## src/design/assert_macros.svh

```systemverilog
// ---------------------------------------------------------------------------
// Assertion macros used by binomial_tree_children.
// ---------------------------------------------------------------------------
`ifndef ASSERT_MACROS_SVH
`define ASSERT_MACROS_SVH

// Condition holds at every clock edge outside reset
`define ASSERT_ALWAYS(lbl, cond) \
  lbl: assert property (@(posedge clk) disable iff (rst) (cond)) \
    else $error("assertion failed: condition does not hold");

// Antecedent implies consequent in the next cycle
`define ASSERT_NEXT(lbl, ante, cons) \
  lbl: assert property (@(posedge clk) disable iff (rst) (ante) |=> (cons)) \
    else $error("assertion failed: next-cycle implication");

`endif

```

## src/design/btc_pkg.sv

```systemverilog
`default_nettype none
// ---------------------------------------------------------------------------
// btc_pkg
// Types, constants and helpers for the binomial tree children block.
// ---------------------------------------------------------------------------
package btc_pkg;

  localparam int RANK_BITS   = 16;
  localparam int SIZE_BITS   = RANK_BITS + 1;
  localparam int NUM_CELLS   = RANK_BITS;
  localparam int ORDER_BITS  = 4;
  localparam int HEIGHT_BITS = $clog2(RANK_BITS + 1);

  localparam logic [SIZE_BITS-1:0] SIZE_CAP = SIZE_BITS'(1) << RANK_BITS;

  // Bisection range of the item travelling down the chain
  typedef struct packed {
    logic                 valid;
    logic [RANK_BITS-1:0] rank;
    logic [RANK_BITS-1:0] low;
    logic [RANK_BITS-1:0] high;
  } btc_tok_t;

  // Child found by a cell in the current cycle
  typedef struct packed {
    logic                 valid;
    logic [RANK_BITS-1:0] child;
    logic                 last;
  } btc_emit_t;

  // Bit length of a value, i.e. ceil(log2(v + 1))
  function automatic logic [HEIGHT_BITS-1:0] btc_bitlen(input logic [RANK_BITS-1:0] v);
    logic [HEIGHT_BITS-1:0] h;
    h = '0;
    for (int i = 0; i < RANK_BITS; i++) begin
      if (v[i]) begin
        h = HEIGHT_BITS'(i + 1);
      end
    end
    return h;
  endfunction

endpackage
`default_nettype wire

```

## src/design/btc_cell.sv

```systemverilog
`default_nettype none
// ---------------------------------------------------------------------------
// btc_cell
// One bisection step of the chain: reports a child when the lower bound
// sits on the rank, narrows the range and hands it to the next cell.
// ---------------------------------------------------------------------------
module btc_cell import btc_pkg::*; (
  input  wire logic      clk,
  input  wire logic      rst,
  input  wire logic      adv,
  input  wire btc_tok_t  tok_in,
  output btc_tok_t       tok_out,
  output btc_emit_t      emit
);

  btc_tok_t               tok;
  btc_tok_t               tok_next;
  logic [RANK_BITS-1:0]   diff;
  logic [RANK_BITS-1:0]   mid;

  // Split point, rounded up
  always_comb begin
    diff = tok_in.high - tok_in.low;
    mid  = tok_in.low + (diff >> 1) + RANK_BITS'(diff[0]);
  end

  // Child report; the last one leaves a single rank behind
  always_comb begin
    emit.valid = tok_in.valid && (tok_in.low == tok_in.rank);
    emit.child = mid;
    emit.last  = (diff <= RANK_BITS'(2));
  end

  // Narrow the range; the item drops out once one rank is left
  always_comb begin
    tok_next = tok_in;
    if (mid <= tok_in.rank) begin
      tok_next.low = mid;
    end else begin
      tok_next.high = mid - RANK_BITS'(1);
    end
    tok_next.valid = tok_in.valid && (tok_next.low != tok_next.high);
  end

  always_ff @(posedge clk) begin
    if (rst) begin
      tok.valid <= 1'b0;
    end else if (adv) begin
      tok <= tok_next;
    end
  end

  assign tok_out = tok;

endmodule
`default_nettype wire

```

## src/design/binomial_tree_children.sv

```systemverilog
`default_nettype none
// ---------------------------------------------------------------------------
// binomial_tree_children
// Lists the children of a rank in a binomial broadcast tree over the group
// set in the size register, one bisection cell per tree level.
// ---------------------------------------------------------------------------
//  channel   direction  handshake          payload
//  cfg       in         cfg_we             group_size
//  in        in         in_valid/in_stall  node_rank
//  out       out        out_valid/out_stall child_rank, child_order,
//                                          last_child, tree_height
//
// An item sits in the entry register, then moves one cell per cycle
// down the chain of bisection cells, unless the chain is held, until its
// range holds one rank. A new item is taken once the chain is empty; the
// output register may still hold a child then. A child that meets a full,
// stalled output register holds the whole chain until the output is taken.
// Reset is synchronous; the size register returns to one node.
// ---------------------------------------------------------------------------
`include "assert_macros.svh"

module binomial_tree_children import btc_pkg::*; (
  input  wire logic                   clk,
  input  wire logic                   rst,
  input  wire logic                   cfg_we,
  input  wire logic [SIZE_BITS-1:0]   group_size,
  input  wire logic                   in_valid,
  output logic                        in_stall,
  input  wire logic [RANK_BITS-1:0]   node_rank,
  output logic                        out_valid,
  input  wire logic                   out_stall,
  output logic [RANK_BITS-1:0]        child_rank,
  output logic [ORDER_BITS-1:0]       child_order,
  output logic                        last_child,
  output logic [HEIGHT_BITS-1:0]      tree_height
);

  // Configuration derived from the group size
  logic                   cfg_empty;
  logic [RANK_BITS-1:0]   cfg_high;
  logic [HEIGHT_BITS-1:0] cfg_height;
  logic [SIZE_BITS-1:0]   size_sat;
  logic [RANK_BITS-1:0]   size_high;

  btc_tok_t               entry;
  btc_tok_t               chain [NUM_CELLS];
  btc_emit_t              emits [NUM_CELLS];
  logic [NUM_CELLS-1:0]   tok_vec;
  logic [NUM_CELLS-1:0]   emit_vec;
  logic                   emit_any;
  logic [RANK_BITS-1:0]   emit_child;
  logic                   emit_last;
  logic                   adv;
  logic                   in_acc;
  logic [ORDER_BITS-1:0]  order;

  // Saturate the size and precompute range top and height
  always_comb begin
    size_sat  = (group_size > SIZE_CAP) ? SIZE_CAP : group_size;
    size_high = RANK_BITS'(size_sat - SIZE_BITS'(1));
  end

  always_ff @(posedge clk) begin
    if (rst) begin
      cfg_empty  <= 1'b0;
      cfg_high   <= '0;
      cfg_height <= '0;
    end else if (cfg_we) begin
      cfg_empty  <= (size_sat == '0);
      cfg_high   <= size_high;
      cfg_height <= btc_bitlen(size_high);
    end
  end

  // Entry register: accepts an item once the chain is empty
  assign in_stall = entry.valid || (|tok_vec);
  assign in_acc   = in_valid && !in_stall;

  always_ff @(posedge clk) begin
    if (rst) begin
      entry.valid <= 1'b0;
    end else if (in_acc) begin
      entry.valid <= !cfg_empty && (node_rank <= cfg_high) && (cfg_high != '0);
      entry.rank  <= node_rank;
      entry.low   <= '0;
      entry.high  <= cfg_high;
    end else if (adv) begin
      entry.valid <= 1'b0;
    end
  end

  // Chain of bisection cells
  for (genvar g = 0; g < NUM_CELLS; g++) begin : g_cell
    btc_cell u_cell (
      .clk     (clk),
      .rst     (rst),
      .adv     (adv),
      .tok_in  ((g == 0) ? entry : chain[(g == 0) ? 0 : g - 1]),
      .tok_out (chain[g]),
      .emit    (emits[g])
    );
  end

  // Gather the single child reported this cycle
  always_comb begin
    emit_any   = 1'b0;
    emit_child = '0;
    emit_last  = 1'b0;
    for (int i = 0; i < NUM_CELLS; i++) begin
      tok_vec[i]  = chain[i].valid;
      emit_vec[i] = emits[i].valid;
      if (emits[i].valid) begin
        emit_any   = 1'b1;
        emit_child = emit_child | emits[i].child;
        emit_last  = emit_last | emits[i].last;
      end
    end
  end

  // Chain moves unless a child is waiting on a full, stalled output
  assign adv = !emit_any || !out_valid || !out_stall;

  // Output register and child counter
  always_ff @(posedge clk) begin
    if (rst) begin
      out_valid <= 1'b0;
      order     <= '0;
    end else begin
      if (in_acc) begin
        order <= '0;
      end else if (emit_any && adv) begin
        order <= order + ORDER_BITS'(1);
      end
      if (emit_any && adv) begin
        out_valid   <= 1'b1;
        child_rank  <= emit_child;
        child_order <= order;
        last_child  <= emit_last;
      end else if (!out_stall) begin
        out_valid <= 1'b0;
      end
    end
  end

  assign tree_height = cfg_height;

  // Checks
  `ASSERT_ALWAYS(a_one_emit, $onehot0(emit_vec))
  `ASSERT_ALWAYS(a_one_item, $onehot0({entry.valid, tok_vec}))
  `ASSERT_NEXT(a_hold_chain, !adv, $stable(tok_vec) && $stable(entry.valid))

endmodule
`default_nettype wire

```

## config.mk

```make
export PLATFORM = sky130hd
export DESIGN_NAME = binomial_tree_children
export DESIGN_NICKNAME = d
export VERILOG_FILES = /design/src/design/btc_pkg.sv /design/src/design/btc_cell.sv /design/src/design/binomial_tree_children.sv
export VERILOG_INCLUDE_DIRS = /design/src /design/src/design
export SDC_FILE = /design/constraint.sdc
export NUM_CORES = 2
export LEC_CHECK = 0
export BUFFER_PORTS_ARGS = -buffer_cell sky130_fd_sc_hd__buf_2
export CORE_ASPECT_RATIO = 1.75
export CORE_MARGIN = 2
export CORE_UTILIZATION = 30
export CTS_BUF_LIST = sky130_fd_sc_hd__clkbuf_8
export CTS_CLUSTER_DIAMETER = 40
export DETAILED_ROUTE_END_ITERATION = 10
export PLACE_DENSITY = 0.41
export SLEW_MARGIN = 20
export SYNTH_ARGS = -nofsm -noshare
export SYNTH_HDL_FRONTEND = slang
export SYNTH_HIERARCHICAL = 1
export SYNTH_SLANG_ARGS = --single-unit
```

## constraint.sdc

```tcl
create_clock -name clk -period 7.4 [get_ports clk]
set_input_delay 0 -clock clk [delete_from_list [all_inputs] [get_ports clk]]
set_output_delay 0 -clock clk [all_outputs]
set_load 0.01 [all_outputs]
```

==> results_dict.tcl <==
set metrics [dict create \
    status "complete, no violations" \
    worstSetupPathType "reg2reg" \
    final_nets 10203 \
    syn_area_um2 81100 \
    overflow 0 \
    crit_end "g_cell[8].u_cell/tok_out[48]" \
    finalCritPeriodShare 0.966 \
    avgRoutedWirePerCell_um 29.7 \
    cp-end-kind "register" \
    rows 252 \
    grt_pass1_vias 72575 \
    drive_gt1_frac 0.138 \
    drt_pass1_iterations 8 \
    vias 71565 \
    core_um2 269000 \
    grt_pass1_wl_mm 537 \
    crit_path_start_kind "register" \
    drt-vias-per-instance 5.47 \
    required_ns 8.22 \
    ctsRootBufferMaster "clkbuf_8" \
    hpwl_mm 327 \
    crit_chain "ha_1 > fa_1 > nor2b_1 > o21ai_0 > a21boi_0 > o21ai_0 > a21boi_0 > o21ai_0 > a21o_1 > nor2b_1 > xnor2_1 > ha_1 > nand4_1 > o21ai_1 > xnor2_1 > a31o_2 > or4_4 > xnor2_1 > xnor2_1 > or4_1 > or4_1 > a221oi_2 > o31ai_1" \
    timing.rr.end "g_cell[8].u_cell/tok_out[48]" \
    area_growth_pct 15.5 \
    rsz0062_at_grt "false" \
    chipHeight_um 692 \
    slew_headroom 0.166 \
    arrival_ns 7.97 \
    fin_crit_ns 7.15 \
    setup_viol 0 \
    reg2reg_setup_slack_ns 0.25 \
    hp-class "in2reg" \
    cp-startpoint "g_cell[7].u_cell/tok_out[16]" \
    drtIter0Drc 5148 \
    syn_avg_cell_area_um2 9.28 \
    start_util 0.301 \
    die_w_um 397 \
    cp_common_cell "xnor2_1" \
    hold_violations 0 \
    skew_ns 0.127 \
    cts_inserted_buffers 160 \
    cap_violations 0 \
    drc 0 \
    cts_buffer_depth 4 \
    clkSlewWorstSetupHoldPaths_ns 0.07 \
    cts_tree "done" \
    ant_nets 0 \
    clk_latency_ns 0.99 \
    worst-slew-pin-transition_ns 1.24 \
    port-buffer-count 65 \
    antenna_found_initial 22 \
    syn-instance-count 8739 \
    crit_slowest_cell "o21ai_1" \
    grt_use_total 0.276 \
    setup-tns-final_ns 0 \
    drv_slew 0 \
    reg2reg_depth 23 \
    yosysWarningCount 6 \
    clock-sinks 816 \
    fmax_mhz 140 \
    grt_max_degree 60 \
    mostFrequentLayoutCell "xnor2_1" \
    max_stage_delay_ns 0.57 \
    worstReg2RegStart "g_cell[7].u_cell/tok_out[16]" \
    final_cell_mix "xnor2_1 (838), edfxtp_1 (773), inv_1 (769), ha_1 (738), nand2_1 (614)" \
    io_pins 66 \
    dieArea_um2 275000 \
    detail_route.wirelength_mm 389 \
    cp_max_fo 8 \
    gp_congestion 1.02 \
    htree_levels 4 \
]
==> how the worst min path moves through the flow <==
stage,startpoint,endpoint,slack [ns],depth (start not counted)
2_1_floorplan,rst,g_cell[10].u_cell/tok_out[48],0.07,1
3_3_place_gp,node_rank[1],entry[33],0.20,1
3_5_place_dp,node_rank[1],entry[33],0.20,1
4_1_cts,cfg_we,tree_height[2],0.02,5
5_1_grt,cfg_we,tree_height[2],0.12,5
6_report,cfg_we,tree_height[2],0.13,5
==> through the flow <==
step | setup slack, ns | hold WS [ns] | cell area [µm²] | std cells | utilization
detailed placement | 0.162 | 0.199 | 89100 | 12662 | 0.331
global placement | 0.0293 | 0.203 | 89100 | 12662 | 0.331
finish | 0.251 | 0.134 | 93600 | 13082 | 0.348
global route | 0.00498 | 0.120 | 93600 | 13068 | 0.348
floorplan | 0.944 | 0.0691 | 81400 | 8814 | -
CTS | 0.0186 | 0.0209 | 93200 | 13039 | 0.347
==> per-layer routing <==
metal / wire length, µm / vias to the layer above / share of wire / GRT usage
met3: 15400 / 1071 / 0.040 / 0.0371
met4: 43200 / 8 / 0.11 / 0.259
met5: 52 / - / 0.00013 / 0
li1: - / 33452 / - / -
met2: 206000 / 2414 / 0.53 / 0.522
met1: 124000 / 34620 / 0.32 / 0.248
==> critical path, delay by kind of cell, from the launching register on <==
family | cells | cell delay [ns]
AO/OA/AOI/OAI | 10 | 2.43
XOR/XNOR | 4 | 1.03
adder cells (fa/ha/maj) | 3 | 1.13
flip-flops | 1 | 0.52
AND/OR/NAND/NOR | 6 | 1.89
==> what timing repair did <==
action                                  4_1_cts  5_1_grt
hold endpoints to repair                     88        0
hold buffers                                101        0
resized for setup                             0       40
endpoints found under the setup margin        0      128
setup buffers                                 0       24
==> layout make-up <==
| type | instances | area, µm² |
|---|---|---|
| Clock buffer | 161 | 2220 |
| Inverter | 763 | 2860 |
| Fill cell | 27669 | 175000 |
| Antenna cell | 19 | 47.5 |
| Sequential cell | 816 | 24100 |
| Multi-Input combinational cell | 7017 | 54000 |
| Tap cell | 3556 | 4450 |
| Timing Repair Buffer | 635 | 5080 |
| Clock inverter | 115 | 922 |
==> flip-flops by register name, indices dropped and copies added, names as in the netlist <==
signal	cells
cfg_empty	1
out_valid	1
child_rank	16
cfg_high	16
tree_height	4
order	4
child_order	4
last_child	1
g_cell.u_cell/tok_out	736
entry	33
Power is left out: the tool's default activity adds up to more than one toggle a clock period on the data nets, which glitch-free logic cannot reach.
